--- src/hdl/assert_macros.svh ---
// Assertion helpers; compiled out under SYNTHESIS.
`ifndef ASSERT_MACROS_SVH
`define ASSERT_MACROS_SVH

`ifndef SYNTHESIS

`define MSP_ASSERT_IMPLY(label, clk, rst, ante, cons) \
   label: assert property (@(posedge clk) disable iff (rst) (ante) |-> (cons)) \
      else $error("same-cycle check failed");

`define MSP_ASSERT_NEXT(label, clk, rst, ante, cons) \
   label: assert property (@(posedge clk) disable iff (rst) (ante) |=> (cons)) \
      else $error("next-cycle check failed");

`else

`define MSP_ASSERT_IMPLY(label, clk, rst, ante, cons)

`define MSP_ASSERT_NEXT(label, clk, rst, ante, cons)

`endif

`endif

--- src/hdl/msp_pkg.sv ---
`default_nettype none

package msp_pkg;

   localparam int unsigned MOTOR_COUNT = 4;

   // speed percent in percent*256 units: |speed| * 100 * 256
   localparam int unsigned PCT_SCALE = 100 * 256;

   localparam int unsigned LIMIT_W = 15;
   localparam int unsigned DEV_W   = 16;
   localparam int unsigned TICKS_W = 8;
   localparam int unsigned PROD_W  = 30;
   localparam int unsigned SLACK_W = LIMIT_W + DEV_W;
   localparam int unsigned ADDR_W  = 4;

   localparam logic [LIMIT_W-1:0] SPEED_LIMIT_RST   = 15'd256;
   localparam logic [DEV_W-1:0]   DEVIATION_RST     = 16'd2560;
   localparam logic [TICKS_W-1:0] OVERSPEED_TKS_RST = 8'd5;
   localparam logic [TICKS_W-1:0] MISMATCH_TKS_RST  = 8'd5;

   typedef enum logic [1:0] {
      CSR_SPEED_LIMIT    = 2'd0,
      CSR_ALLOWED_DEV    = 2'd1,
      CSR_OVERSPEED_TKS  = 2'd2,
      CSR_MISMATCH_TKS   = 2'd3
   } csr_index_type;

   typedef struct packed {
      logic neg;
      logic over;
      logic mism;
   } lane_flags_type;

endpackage

`default_nettype wire

--- src/hdl/msp_req_if.sv ---
`default_nettype none

interface msp_req_if;
   logic               valid;
   logic               ready;
   logic signed [15:0] speed_motor0;
   logic signed [15:0] speed_motor1;
   logic signed [15:0] speed_motor2;
   logic signed [15:0] speed_motor3;
   logic signed [15:0] power_motor0;
   logic signed [15:0] power_motor1;
   logic signed [15:0] power_motor2;
   logic signed [15:0] power_motor3;

   modport source (
      output valid, speed_motor0, speed_motor1, speed_motor2, speed_motor3,
             power_motor0, power_motor1, power_motor2, power_motor3,
      input  ready
   );

   modport sink (
      input  valid, speed_motor0, speed_motor1, speed_motor2, speed_motor3,
             power_motor0, power_motor1, power_motor2, power_motor3,
      output ready
   );
endinterface

interface msp_rsp_if;
   logic valid;
   logic ready;
   logic speed_report;
   logic speed_danger;
   logic power_report;
   logic power_danger;

   modport source (
      output valid, speed_report, speed_danger, power_report, power_danger,
      input  ready
   );

   modport sink (
      input  valid, speed_report, speed_danger, power_report, power_danger,
      output ready
   );
endinterface

`default_nettype wire

--- src/hdl/motor_speed_power_monitor.sv ---
`default_nettype none

// Motor speed/power monitor. Takes one tick beat per clock unless stalled
// (speed and power of four motors) and returns one report beat per tick: one
// lane per motor forms the cross-multiplied products, then compares against
// the deviation slack, and a merge stage scans the lanes up to the first
// reversed motor and runs the over-speed and mismatch persistence counters.
// Each stage can fill while later ones stall, so a new tick is taken while a
// finished report waits. Registers sit on the APB port at byte offsets 0
// (speed_limit), 4 (allowed_deviation), 8 (overspeed_ticks) and 12
// (mismatch_ticks); write them only while no tick is in flight.
module motor_speed_power_monitor (
   input  wire logic                          clock,
   input  wire logic                          reset,
   msp_req_if.sink                            req_bus,
   msp_rsp_if.source                          rsp_bus,
   input  wire logic                          psel,
   input  wire logic                          penable,
   input  wire logic                          pwrite,
   input  wire logic [msp_pkg::ADDR_W-1:0]    paddr,
   input  wire logic [31:0]                   pwdata,
   output      logic [31:0]                   prdata,
   output      logic                          pready
);

   logic [msp_pkg::LIMIT_W-1:0]   limit_ff;
   logic [msp_pkg::DEV_W-1:0]     dev_ff;
   logic [msp_pkg::TICKS_W-1:0]   os_tks_ff, mm_tks_ff;
   logic [msp_pkg::SLACK_W-1:0]   slack_ff, slack_in;
   msp_pkg::csr_index_type        csr_idx;
   logic                          csr_wr;

   logic                          s1_v_ff, s1_v_in, s2_v_ff, s2_v_in;
   logic                          s1_load, s2_load, merge_ready;
   logic signed [15:0]            lane_spd [msp_pkg::MOTOR_COUNT];
   logic signed [15:0]            lane_pwr [msp_pkg::MOTOR_COUNT];
   msp_pkg::lane_flags_type       lane_flags [msp_pkg::MOTOR_COUNT];

   // ---------------- config registers ----------------
   assign pready  = 1'b1;
   assign csr_idx = msp_pkg::csr_index_type'(paddr[3:2]);
   assign csr_wr  = psel && penable && pwrite;

   always_ff @(posedge clock) begin
      if (reset) begin
         limit_ff  <= msp_pkg::SPEED_LIMIT_RST;
         dev_ff    <= msp_pkg::DEVIATION_RST;
         os_tks_ff <= msp_pkg::OVERSPEED_TKS_RST;
         mm_tks_ff <= msp_pkg::MISMATCH_TKS_RST;
      end else if (csr_wr) begin
         unique case (csr_idx)
            msp_pkg::CSR_SPEED_LIMIT:   limit_ff  <= pwdata[msp_pkg::LIMIT_W-1:0];
            msp_pkg::CSR_ALLOWED_DEV:   dev_ff    <= pwdata[msp_pkg::DEV_W-1:0];
            msp_pkg::CSR_OVERSPEED_TKS: os_tks_ff <= pwdata[msp_pkg::TICKS_W-1:0];
            msp_pkg::CSR_MISMATCH_TKS:  mm_tks_ff <= pwdata[msp_pkg::TICKS_W-1:0];
            default: ;
         endcase
      end
   end

   always_comb begin
      unique case (csr_idx)
         msp_pkg::CSR_SPEED_LIMIT:   prdata = 32'(limit_ff);
         msp_pkg::CSR_ALLOWED_DEV:   prdata = 32'(dev_ff);
         msp_pkg::CSR_OVERSPEED_TKS: prdata = 32'(os_tks_ff);
         msp_pkg::CSR_MISMATCH_TKS:  prdata = 32'(mm_tks_ff);
         default:                    prdata = '0;
      endcase
   end

   // deviation * limit, settled well before the first tick reaches compare
   assign slack_in = msp_pkg::SLACK_W'(dev_ff) * msp_pkg::SLACK_W'(limit_ff);

   always_ff @(posedge clock) begin
      slack_ff <= slack_in;
   end

   // ---------------- pipeline control ----------------
   assign s2_load       = !s2_v_ff || merge_ready;
   assign s1_load       = !s1_v_ff || s2_load;
   assign req_bus.ready = s1_load;

   always_comb begin
      s1_v_in = s1_load ? req_bus.valid : s1_v_ff;
      s2_v_in = s2_load ? s1_v_ff : s2_v_ff;
   end

   always_ff @(posedge clock) begin
      if (reset) begin
         s1_v_ff <= 1'b0;
         s2_v_ff <= 1'b0;
      end else begin
         s1_v_ff <= s1_v_in;
         s2_v_ff <= s2_v_in;
      end
   end

   // ---------------- lanes ----------------
   assign lane_spd[0] = req_bus.speed_motor0;
   assign lane_spd[1] = req_bus.speed_motor1;
   assign lane_spd[2] = req_bus.speed_motor2;
   assign lane_spd[3] = req_bus.speed_motor3;
   assign lane_pwr[0] = req_bus.power_motor0;
   assign lane_pwr[1] = req_bus.power_motor1;
   assign lane_pwr[2] = req_bus.power_motor2;
   assign lane_pwr[3] = req_bus.power_motor3;

   for (genvar g = 0; g < msp_pkg::MOTOR_COUNT; g++) begin : g_lane
      msp_lane u_lane (
         .clock       (clock),
         .load_a      (s1_load && req_bus.valid),
         .load_b      (s2_load && s1_v_ff),
         .speed       (lane_spd[g]),
         .power       (lane_pwr[g]),
         .speed_limit (limit_ff),
         .slack       (slack_ff),
         .flags       (lane_flags[g])
      );
   end

   msp_merge u_merge (
      .clock           (clock),
      .reset           (reset),
      .in_valid        (s2_v_ff),
      .in_ready        (merge_ready),
      .lane_flags      (lane_flags),
      .overspeed_ticks (os_tks_ff),
      .mismatch_ticks  (mm_tks_ff),
      .rsp             (rsp_bus)
   );

   // ---------------- checks ----------------
   `include "assert_macros.svh"

   `MSP_ASSERT_NEXT(a_accept_fills_s1, clock, reset, req_bus.valid && req_bus.ready, s1_v_ff)
   `MSP_ASSERT_IMPLY(a_empty_s1_ready, clock, reset, !s1_v_ff, req_bus.ready)
   `MSP_ASSERT_IMPLY(a_danger_reported, clock, reset, rsp_bus.valid && rsp_bus.speed_danger, rsp_bus.speed_report)
   `MSP_ASSERT_NEXT(a_s2_drains, clock, reset, s2_v_ff && merge_ready && !s1_v_ff, !s2_v_ff)

endmodule

`default_nettype wire

--- src/hdl/msp_lane.sv ---
`default_nettype none

// Per-motor checks: products in the first stage, compare in the second.
module msp_lane (
   input  wire logic                               clock,
   input  wire logic                               load_a,
   input  wire logic                               load_b,
   input  wire logic signed [15:0]                 speed,
   input  wire logic signed [15:0]                 power,
   input  wire logic [msp_pkg::LIMIT_W-1:0]        speed_limit,
   input  wire logic [msp_pkg::SLACK_W-1:0]        slack,
   output      msp_pkg::lane_flags_type            flags
);

   logic [15:0]                    pwr_abs;
   logic [msp_pkg::PROD_W-1:0]     prod_s_in, prod_s_ff;
   logic [msp_pkg::PROD_W-1:0]     prod_p_in, prod_p_ff;
   logic                           neg_in, neg_ff;
   logic                           over_in, over_ff;
   logic signed [msp_pkg::PROD_W:0] diff;
   logic [msp_pkg::PROD_W:0]       diff_abs;
   msp_pkg::lane_flags_type        flags_in, flags_ff;

   // -32768 wraps to 0x8000, which is the right magnitude unsigned
   assign pwr_abs   = power[15] ? 16'(-power) : 16'(power);
   assign neg_in    = speed[15];
   assign over_in   = !speed[15] && (speed[14:0] > speed_limit);
   assign prod_s_in = msp_pkg::PROD_W'(speed[14:0]) * msp_pkg::PROD_W'(msp_pkg::PCT_SCALE);
   assign prod_p_in = msp_pkg::PROD_W'(pwr_abs) * msp_pkg::PROD_W'(speed_limit);

   always_ff @(posedge clock) begin
      if (load_a) begin
         prod_s_ff <= prod_s_in;
         prod_p_ff <= prod_p_in;
         neg_ff    <= neg_in;
         over_ff   <= over_in;
      end
   end

   assign diff     = $signed({1'b0, prod_s_ff}) - $signed({1'b0, prod_p_ff});
   assign diff_abs = diff[msp_pkg::PROD_W] ? (msp_pkg::PROD_W+1)'(-diff)
                                           : (msp_pkg::PROD_W+1)'(diff);

   always_comb begin
      flags_in.neg  = neg_ff;
      flags_in.over = over_ff;
      flags_in.mism = diff_abs > slack;
   end

   always_ff @(posedge clock) begin
      if (load_b) begin
         flags_ff <= flags_in;
      end
   end

   assign flags = flags_ff;

endmodule

`default_nettype wire

--- src/hdl/msp_merge.sv ---
`default_nettype none

// Scans lane flags up to the first reversed motor, runs the persistence
// counters and holds the result beat.
module msp_merge (
   input  wire logic                          clock,
   input  wire logic                          reset,
   input  wire logic                          in_valid,
   output      logic                          in_ready,
   input  wire msp_pkg::lane_flags_type       lane_flags [msp_pkg::MOTOR_COUNT],
   input  wire logic [msp_pkg::TICKS_W-1:0]   overspeed_ticks,
   input  wire logic [msp_pkg::TICKS_W-1:0]   mismatch_ticks,
   msp_rsp_if.source                          rsp
);

   logic                          dir_fault, any_over, any_mism, seen_neg;
   logic [msp_pkg::TICKS_W-1:0]   os_cnt_ff, os_cnt_in, os_step;
   logic [msp_pkg::TICKS_W-1:0]   mm_cnt_ff, mm_cnt_in, mm_step;
   logic                          os_hit, mm_hit;
   logic                          valid_ff, valid_in;
   logic                          s_rep_ff, s_rep_in, s_dan_ff, s_dan_in;
   logic                          p_rep_ff, p_rep_in, p_dan_ff, p_dan_in;
   logic                          take;

   always_comb begin
      seen_neg = 1'b0;
      any_over = 1'b0;
      any_mism = 1'b0;
      for (int i = 0; i < msp_pkg::MOTOR_COUNT; i++) begin
         if (!seen_neg) begin
            if (lane_flags[i].neg) begin
               seen_neg = 1'b1;
            end else begin
               any_over = any_over | lane_flags[i].over;
               any_mism = any_mism | lane_flags[i].mism;
            end
         end
      end
      dir_fault = seen_neg;
   end

   // saturating step; a tick count of 0 fires like 1
   assign os_step = (os_cnt_ff == '1) ? os_cnt_ff : os_cnt_ff + 1'b1;
   assign mm_step = (mm_cnt_ff == '1) ? mm_cnt_ff : mm_cnt_ff + 1'b1;
   assign os_hit  = os_step >= overspeed_ticks;
   assign mm_hit  = mm_step >= mismatch_ticks;

   assign in_ready = !valid_ff || rsp.ready;
   assign take     = in_valid && in_ready;

   always_comb begin
      os_cnt_in = os_cnt_ff;
      s_rep_in  = 1'b0;
      s_dan_in  = 1'b0;
      priority if (dir_fault) begin
         s_rep_in = 1'b1;
         s_dan_in = 1'b1;
      end else if (any_over) begin
         os_cnt_in = os_hit ? '0 : os_step;
         s_rep_in  = os_hit;
         s_dan_in  = os_hit;
      end else begin
         os_cnt_in = '0;
         s_rep_in  = 1'b1;
      end

      if (any_mism) begin
         mm_cnt_in = mm_hit ? '0 : mm_step;
         p_rep_in  = mm_hit;
         p_dan_in  = mm_hit;
      end else begin
         mm_cnt_in = '0;
         p_rep_in  = 1'b1;
         p_dan_in  = 1'b0;
      end
   end

   always_comb begin
      valid_in = valid_ff;
      if (take) begin
         valid_in = 1'b1;
      end else if (rsp.ready) begin
         valid_in = 1'b0;
      end
   end

   always_ff @(posedge clock) begin
      if (reset) begin
         valid_ff  <= 1'b0;
         os_cnt_ff <= '0;
         mm_cnt_ff <= '0;
      end else begin
         valid_ff <= valid_in;
         if (take) begin
            os_cnt_ff <= os_cnt_in;
            mm_cnt_ff <= mm_cnt_in;
         end
      end
   end

   always_ff @(posedge clock) begin
      if (take) begin
         s_rep_ff <= s_rep_in;
         s_dan_ff <= s_dan_in;
         p_rep_ff <= p_rep_in;
         p_dan_ff <= p_dan_in;
      end
   end

   assign rsp.valid        = valid_ff;
   assign rsp.speed_report = s_rep_ff;
   assign rsp.speed_danger = s_dan_ff;
   assign rsp.power_report = p_rep_ff;
   assign rsp.power_danger = p_dan_ff;

endmodule

`default_nettype wire
--- src/flat_wrapper.sv ---
// flat-port wrapper written by rule: the top's interface ports become plain ports
module motor_speed_power_monitor_flat 
  (clock, reset, psel, penable, pwrite, paddr, pwdata, prdata, pready, req_bus_valid, req_bus_speed_motor0, req_bus_speed_motor1, req_bus_speed_motor2, req_bus_speed_motor3, req_bus_power_motor0, req_bus_power_motor1, req_bus_power_motor2, req_bus_power_motor3, req_bus_ready, rsp_bus_valid, rsp_bus_speed_report, rsp_bus_speed_danger, rsp_bus_power_report, rsp_bus_power_danger, rsp_bus_ready);
  msp_req_if req_bus_i ();
  msp_rsp_if rsp_bus_i ();
  input  wire logic clock;
  input  wire logic reset;
  input  wire logic psel;
  input  wire logic penable;
  input  wire logic pwrite;
  input  wire logic [msp_pkg::ADDR_W-1:0] paddr;
  input  wire logic [31:0] pwdata;
  output      logic [31:0] prdata;
  output      logic pready;
  input wire logic [$bits(req_bus_i.valid)-1:0] req_bus_valid;
  input wire logic [$bits(req_bus_i.speed_motor0)-1:0] req_bus_speed_motor0;
  input wire logic [$bits(req_bus_i.speed_motor1)-1:0] req_bus_speed_motor1;
  input wire logic [$bits(req_bus_i.speed_motor2)-1:0] req_bus_speed_motor2;
  input wire logic [$bits(req_bus_i.speed_motor3)-1:0] req_bus_speed_motor3;
  input wire logic [$bits(req_bus_i.power_motor0)-1:0] req_bus_power_motor0;
  input wire logic [$bits(req_bus_i.power_motor1)-1:0] req_bus_power_motor1;
  input wire logic [$bits(req_bus_i.power_motor2)-1:0] req_bus_power_motor2;
  input wire logic [$bits(req_bus_i.power_motor3)-1:0] req_bus_power_motor3;
  output wire logic [$bits(req_bus_i.ready)-1:0] req_bus_ready;
  output wire logic [$bits(rsp_bus_i.valid)-1:0] rsp_bus_valid;
  output wire logic [$bits(rsp_bus_i.speed_report)-1:0] rsp_bus_speed_report;
  output wire logic [$bits(rsp_bus_i.speed_danger)-1:0] rsp_bus_speed_danger;
  output wire logic [$bits(rsp_bus_i.power_report)-1:0] rsp_bus_power_report;
  output wire logic [$bits(rsp_bus_i.power_danger)-1:0] rsp_bus_power_danger;
  input wire logic [$bits(rsp_bus_i.ready)-1:0] rsp_bus_ready;
  assign req_bus_i.valid = req_bus_valid;
  assign req_bus_i.speed_motor0 = req_bus_speed_motor0;
  assign req_bus_i.speed_motor1 = req_bus_speed_motor1;
  assign req_bus_i.speed_motor2 = req_bus_speed_motor2;
  assign req_bus_i.speed_motor3 = req_bus_speed_motor3;
  assign req_bus_i.power_motor0 = req_bus_power_motor0;
  assign req_bus_i.power_motor1 = req_bus_power_motor1;
  assign req_bus_i.power_motor2 = req_bus_power_motor2;
  assign req_bus_i.power_motor3 = req_bus_power_motor3;
  assign req_bus_ready = req_bus_i.ready;
  assign rsp_bus_valid = rsp_bus_i.valid;
  assign rsp_bus_speed_report = rsp_bus_i.speed_report;
  assign rsp_bus_speed_danger = rsp_bus_i.speed_danger;
  assign rsp_bus_power_report = rsp_bus_i.power_report;
  assign rsp_bus_power_danger = rsp_bus_i.power_danger;
  assign rsp_bus_i.ready = rsp_bus_ready;
  motor_speed_power_monitor u_core (.clock(clock), .reset(reset), .req_bus(req_bus_i), .rsp_bus(rsp_bus_i), .psel(psel), .penable(penable), .pwrite(pwrite), .paddr(paddr), .pwdata(pwdata), .prdata(prdata), .pready(pready));
endmodule
--- config.mk ---
export PLATFORM = sky130hd
export DESIGN_NAME = motor_speed_power_monitor_flat
export DESIGN_NICKNAME = d
export VERILOG_FILES = /design/src/hdl/msp_pkg.sv /design/src/hdl/msp_req_if.sv /design/src/hdl/motor_speed_power_monitor.sv /design/src/hdl/msp_lane.sv /design/src/hdl/msp_merge.sv /design/src/flat_wrapper.sv
export VERILOG_INCLUDE_DIRS = /design/src /design/src/hdl
export SDC_FILE = /design/constraint.sdc
export NUM_CORES = 2
export LEC_CHECK = 0
export ABC_AREA = 1
export BUFFER_PORTS_ARGS = -buffer_cell sky130_fd_sc_hd__buf_4
export CORE_UTILIZATION = 25
export CTS_CLUSTER_SIZE = 30
export DETAILED_ROUTE_END_ITERATION = 16
export PLACE_DENSITY = 0.37
export SLEW_MARGIN = 20
export SYNTH_ARGS = -nofsm -noshare
export SYNTH_HDL_FRONTEND = slang
export SYNTH_SLANG_ARGS = --single-unit
--- constraint.sdc ---
create_clock -name clock -period 20.5 [get_ports clock]
set_input_delay 4.1 -clock clock [delete_from_list [all_inputs] [get_ports clock]]
set_output_delay 4.1 -clock clock [all_outputs]
set_load 0.01 [all_outputs]
# Word-level counts from Yosys, hierarchy flattened
# Index checks and enable logic that the tools add are counted.
totals:
  ff_bits: 321
  output_inout_bits: 39
  wordCells: 154
op_classes:
  add_sub_neg: 14
  n_mul: 9
  magnitude_cmp: 10
  eq_ne: 5
  muxes: 39
  n_bitwise: 8
  reduce_logical: 27
op_table:
  columns: ["operator", "count"]
  rows:
  - ["$pmux W32 S4", 1]
  - ["$gt A31 B31 Y1", 4]
  - ["$mux W31", 4]
  - ["$neg A31 Y31", 4]
  - ["$sub A30 B30 Y31", 4]
  - ["$mul A16 B15 Y30", 4]
  - ["$mul A15 B5 Y20 const B", 4]
  - ["$mux W16", 4]
  - ["$neg A16 Y16", 4]
  - ["$gt A15 B15 Y1", 4]
  - ["$mux W8", 6]
  - ["$mul A16 B15 Y31", 1]
  - ["$mux W1", 24]
  - ["$add A8 B1 Y8 const B", 2]
  - ["$eq A8 B8 Y1 const B", 2]
  - ["$ge A8 B8 Y1", 2]
  - ["$reduce_and A2 Y1", 5]
  - ["$logic_and A1 B1 Y1", 9]
  - ["$logic_not A1 Y1", 7]
  - ["$or A1 B1 Y1", 6]
  - ["$eq A2 B2 Y1 const B", 2]
  - ["$logic_or A1 B1 Y1", 3]
  - ["$eq A2 B1 Y1 const B", 1]
  - ["$logic_not A2 Y1", 1]
  - ["3 further kinds", 4]

# Logic depth before layout (Yosys ltp)
depth:
  word_depth: 12
  mapped_depth: 39
  depth_no_buf: 37

# By module
# A second synthesis with hierarchy kept.
unflattened:
  cells_unflattened: 9954
  area_unflattened_um2: 73260.3
modules_own_cells:
  columns: ["module", "instances", "cells_each", "area_per_inst_um2"]
  rows:
  - ["msp_lane at u_core.g_lane[3].u_lane", 1, 2043, 15159.5]
  - ["msp_lane at u_core.g_lane[2].u_lane", 1, 2001, 14903.0]
  - ["msp_lane at u_core.g_lane[0].u_lane", 1, 2016, 14894.3]
  - ["msp_lane at u_core.g_lane[1].u_lane", 1, 1960, 14796.7]
  - ["motor_speed_power_monitor", 1, 1629, 11622.4]
  - ["msp_merge", 1, 305, 1884.3]

# Worst setup path after synthesis
# Ideal clock, no wire load.
synth_timing:
  path_kind: "input to register"
  from: "input port req_bus_power_motor0[0]"
  to: "register u_core.g_lane[0].u_lane.prod_p_ff[23] (netlist name) (data pin)"
  setup_ps: 259
  arrival_ps: 10649
  required_time_ps: 20241
  setup_slack_ps: 9592
  path_stages: 39
  path_buffers: 2
  path_cell_list: "clkbuf_1 -> clkbuf_1 -> inv_1 -> ha_1 -> inv_1 -> nor3_1 -> inv_1 -> nor3_1 -> inv_1 -> nor2_1 -> a21oi_1 -> nand2_1 -> nand2_1 -> inv_2 -> nor2_1 -> fa_1 -> inv_1 -> fa_1 -> [3 not listed] -> fa_1 -> inv_1 -> fa_1 -> inv_1 -> fa_1 -> inv_1 -> ha_1 -> a21oi_1 -> o21ai_0 -> a21oi_1 -> inv_1 -> a21oi_1 -> o21ai_0 -> nand3_1 -> nand2_1 -> nand2_1 -> nand2_1 -> xor2_1"
synth_via:
  elab_chain_cells: 3
synth_rtl:
  columns: ["item", "line_no", "text"]
  rows:
  - ["start, declared", "flat_wrapper.sv:20", "input wire logic [$bits(req_bus_i.power_motor0)-1:0] req_bus_power_motor0;"]
  - ["$neg A16 Y16", "msp_lane.sv:25", "assign pwr_abs = power[15] ? 16'(-power) : 16'(power);"]
  - ["$mux W16 *", "msp_lane.sv:25", null]
  - ["$mul A16 B15 Y30 *", "msp_lane.sv:29", "assign prod_p_in = msp_pkg::PROD_W'(pwr_abs) * msp_pkg::PROD_W'(speed_limit);"]
  - ["via u_core.g_lane[0].u_lane.prod_p_in (one bit)", "msp_lane.sv:17", "logic [msp_pkg::PROD_W-1:0] prod_p_in, prod_p_ff;"]
  - ["end signal, assigned", "msp_lane.sv:34", "prod_p_ff <= prod_p_in;"]
  - ["end, declared", "msp_lane.sv:17", null]
# Mark *: on every way through the listed nets, which the timed path passes. The rest lies on a longest branch.
# A chain may end at the register's enable or synchronous reset.

# Worst setup path after layout
layout_timing:
  from: "input port req_bus_power_motor0[0]"
  to: "register u_core.g_lane[0].u_lane.prod_p_ff[27] (netlist name) (data pin)"
# The elaborated chain is that of the path after synthesis.

==> results.json <==
{
  "status": "completed",
  "slew_violations": 0,
  "synth_top_area_share_pct": 26.5,
  "startpoint_type": "input port",
  "path_max_fanout": 17,
  "cts_made_buffers": 43,
  "netlist_area_um2": 70700,
  "wire_per_inst_um": 19.2,
  "cts_max_level": 2,
  "criticalPathCategory": "in2reg",
  "tightestPinTransition_ns": 1.16,
  "avgViaCountPerCell": 4.52,
  "drv_cap": 0,
  "period_share_pct": 56.7,
  "vdd_ir_drop_max_mv": 0.0508,
  "worstSkewPairLatency_ns": 0.63,
  "drc": 0,
  "post-route-min-period_ns": 11.63,
  "yosysTopAreaCell": "fa_1",
  "synth_ff_type": "edfxtp_1",
  "gp_congestion": 0.871,
  "slowest_stage": "xor2_1",
  "post_cts_resized": 0,
  "synth_warnings": 0,
  "cts_setup_buffers": 0,
  "fmax_mhz": 86.0,
  "synth_cell_types": 66,
  "end_kind": "flop",
  "drt-pass1-iter-count": 7,
  "row_count": 194,
  "cts_tree": "built",
  "fill_cells": 30700,
  "coreArea_um2": 280000,
  "antenna_found_initial": 27,
  "finalSetupViolCount": 0,
  "io_buffers": 174,
  "synthCells": 9299,
  "grt_pass1_vias": 61200,
  "synth_common_cells": "2030 x inv_1, 1861 x nand2_1, 1010 x nor2_1",
  "max_stage_delay_ns": 0.60,
  "crit_arrival_ns": 11.96,
  "final_core_util_pct": 27.7,
  "clock-root-buffer": "clkbuf_16",
  "required_ns": 20.82,
  "synth.most_common_cell": "inv_1",
  "vias": 59300,
  "syn_to_final_growth_pct": 9.96,
  "power_leakage_nw": 40.7,
  "die-area_um2": 285000,
  "slew_headroom_pct": 22.7,
  "rsz0062_at_grt": "false",
  "drtIter0Drc": 3762,
  "synth.top_cells.by_area": "fa_1 27%, ha_1 17%, inv_1 11%",
  "grt_usage_pct": 17.6,
  "path_clk_slew_ns": 0.06,
  "numClockSinks": 321,
  "ioPinCount": 210,
  "cp_top_family": "adder cells",
  "worstHoldPathType": "reg2reg",
  "nets": 11400,
  "synthArstFlopShare_pct": 0,
  "die_x_um": 534,
  "die_y_um": 534,
  "synth_seq_area_share_pct": 12.3,
  "synth_edf_count": 224,
  "ctsHoldBuffers": 0,
  "power.density_nw_per_um2": 61.2,
  "clockBufferDepth": 3,
  "skew_ns": 0.0429,
  "finalWirelength_um": 252000,
  "crit_buf_inv": 13,
  "grt_pass1_wl_um": 380000,
  "cp_common_cell": "inv_1",
  "tns_ns": 0,
  "gr-total-overflow": 0,
  "post_synth.cell_area_avg_um2": 7.60,
  "hold_viol": 0,
  "start_util_pct": 25.2,
  "synth_seq_cells": 321,
  "hpwlAfterDp_um": 207000,
  "grt_max_degree": 86,
  "drive_gt1_share_pct": 5.07,
  "detail-route-antenna-nets": 0
}
power by group:
group	switching, mW	internal (mW)
sequential	0.0622	0.831
clock	0.338	0.483
combinational	2.00	1.04
state kept, by name, indices dropped and copies added, names as in the netlist, 4 cells and up:
| signal | count |
|---|---|
| u_core.mm_tks_ff | 8 |
| u_core.g_lane.u_lane.neg_ff | 4 |
| u_core.slack_ff | 31 |
| u_core.limit_ff | 15 |
| u_core.g_lane.u_lane.prod_p_ff | 120 |
| u_core.os_tks_ff | 8 |
| u_core.g_lane.u_lane.prod_s_ff | 80 |
| u_core.dev_ff | 16 |
| u_core.g_lane.u_lane.over_ff | 4 |
| u_core.u_merge.mm_cnt_ff | 8 |
| u_core.u_merge.os_cnt_ff | 8 |
| u_core.g_lane.u_lane.flags | 12 |
metrics by stage:
stage	instance area, um2	total power [mW]	hold WS, ns	setup WS [ns]	std cells
final	77700	4.75	0.420	8.87	13100
after global routing	77700	5.26	0.439	8.19	13100
after CTS	77700	4.83	0.423	8.87	13100
after detailed placement	76200	3.96	0.407	8.19	13000
after global placement	76200	3.94	0.408	8.13	13000
after floorplan	70700	3.04	0.400	9.59	9314
logic make-up after synthesis:
family          count (synthesis)  synth area share (%)
simple gates                 3477                  20.4
compound gates                943                  7.23
other cells                     2                0.0106
xor+xnor                      343                  4.34
mux                             1                0.0159
buf+inv                      2329                  12.5
flops                         321                  12.3
fa+ha+maj                    1883                  43.3
placed cells by master (no fill, tap or decap), types with 46 or more instances in the layout:
cell type	instances
dfxtp_1	86
fa_1	936
nor2_1	1010
nor3_1	64
nand2_1	1861
a21oi_1	488
xnor2_1	112
buf_4	231
nand3_1	256
edfxtp_1	224
xor2_1	223
inv_1	2025
clkbuf_16	46
nand4_1	110
ha_1	947
o21ai_0	287
worst paths after layout:
| kind | from | end | slack, ns | depth (start not counted) |
|---|---|---|---|---|
| min | u_core.g_lane[1].u_lane.over_ff | u_core.g_lane[1].u_lane.flags[1] | 0.42 | 0 |
| max reg2reg | u_core.limit_ff[4] | u_core.g_lane[0].u_lane.prod_p_ff[27] | 12.60 | 24 |
| max | req_bus_power_motor0[0] | u_core.g_lane[0].u_lane.prod_p_ff[27] | 8.87 | 36 |
| min reg2reg | u_core.g_lane[1].u_lane.over_ff | u_core.g_lane[1].u_lane.flags[1] | 0.42 | 0 |
area by class of cell:
type | count | area [um2] | share of cell area [%]
multi-input combinational | 6664 | 53200 | 68.5
clock inverter | 25 | 300 | 0.386
inverter | 2096 | 7880 | 10.1
antenna | 5 | 12.5 | 0.0161
sequential | 321 | 8690 | 11.2
clock buffer | 55 | 1200 | 1.55
timing repair buffer | 231 | 1730 | 2.23
tap | 3724 | 4660 | 6.00
layer usage:
layer  share of wire (%)  vias to the layer above  global-route usage (%)
met5               0.017                        -                       0
met3                 5.1                      174                    2.27
li1                    -                    28700                       -
met1                  48                    29300                    24.7
met2                  45                     1158                    28.7
met4                 2.1                        8                    3.74
(Power assumes the default switching activity.)
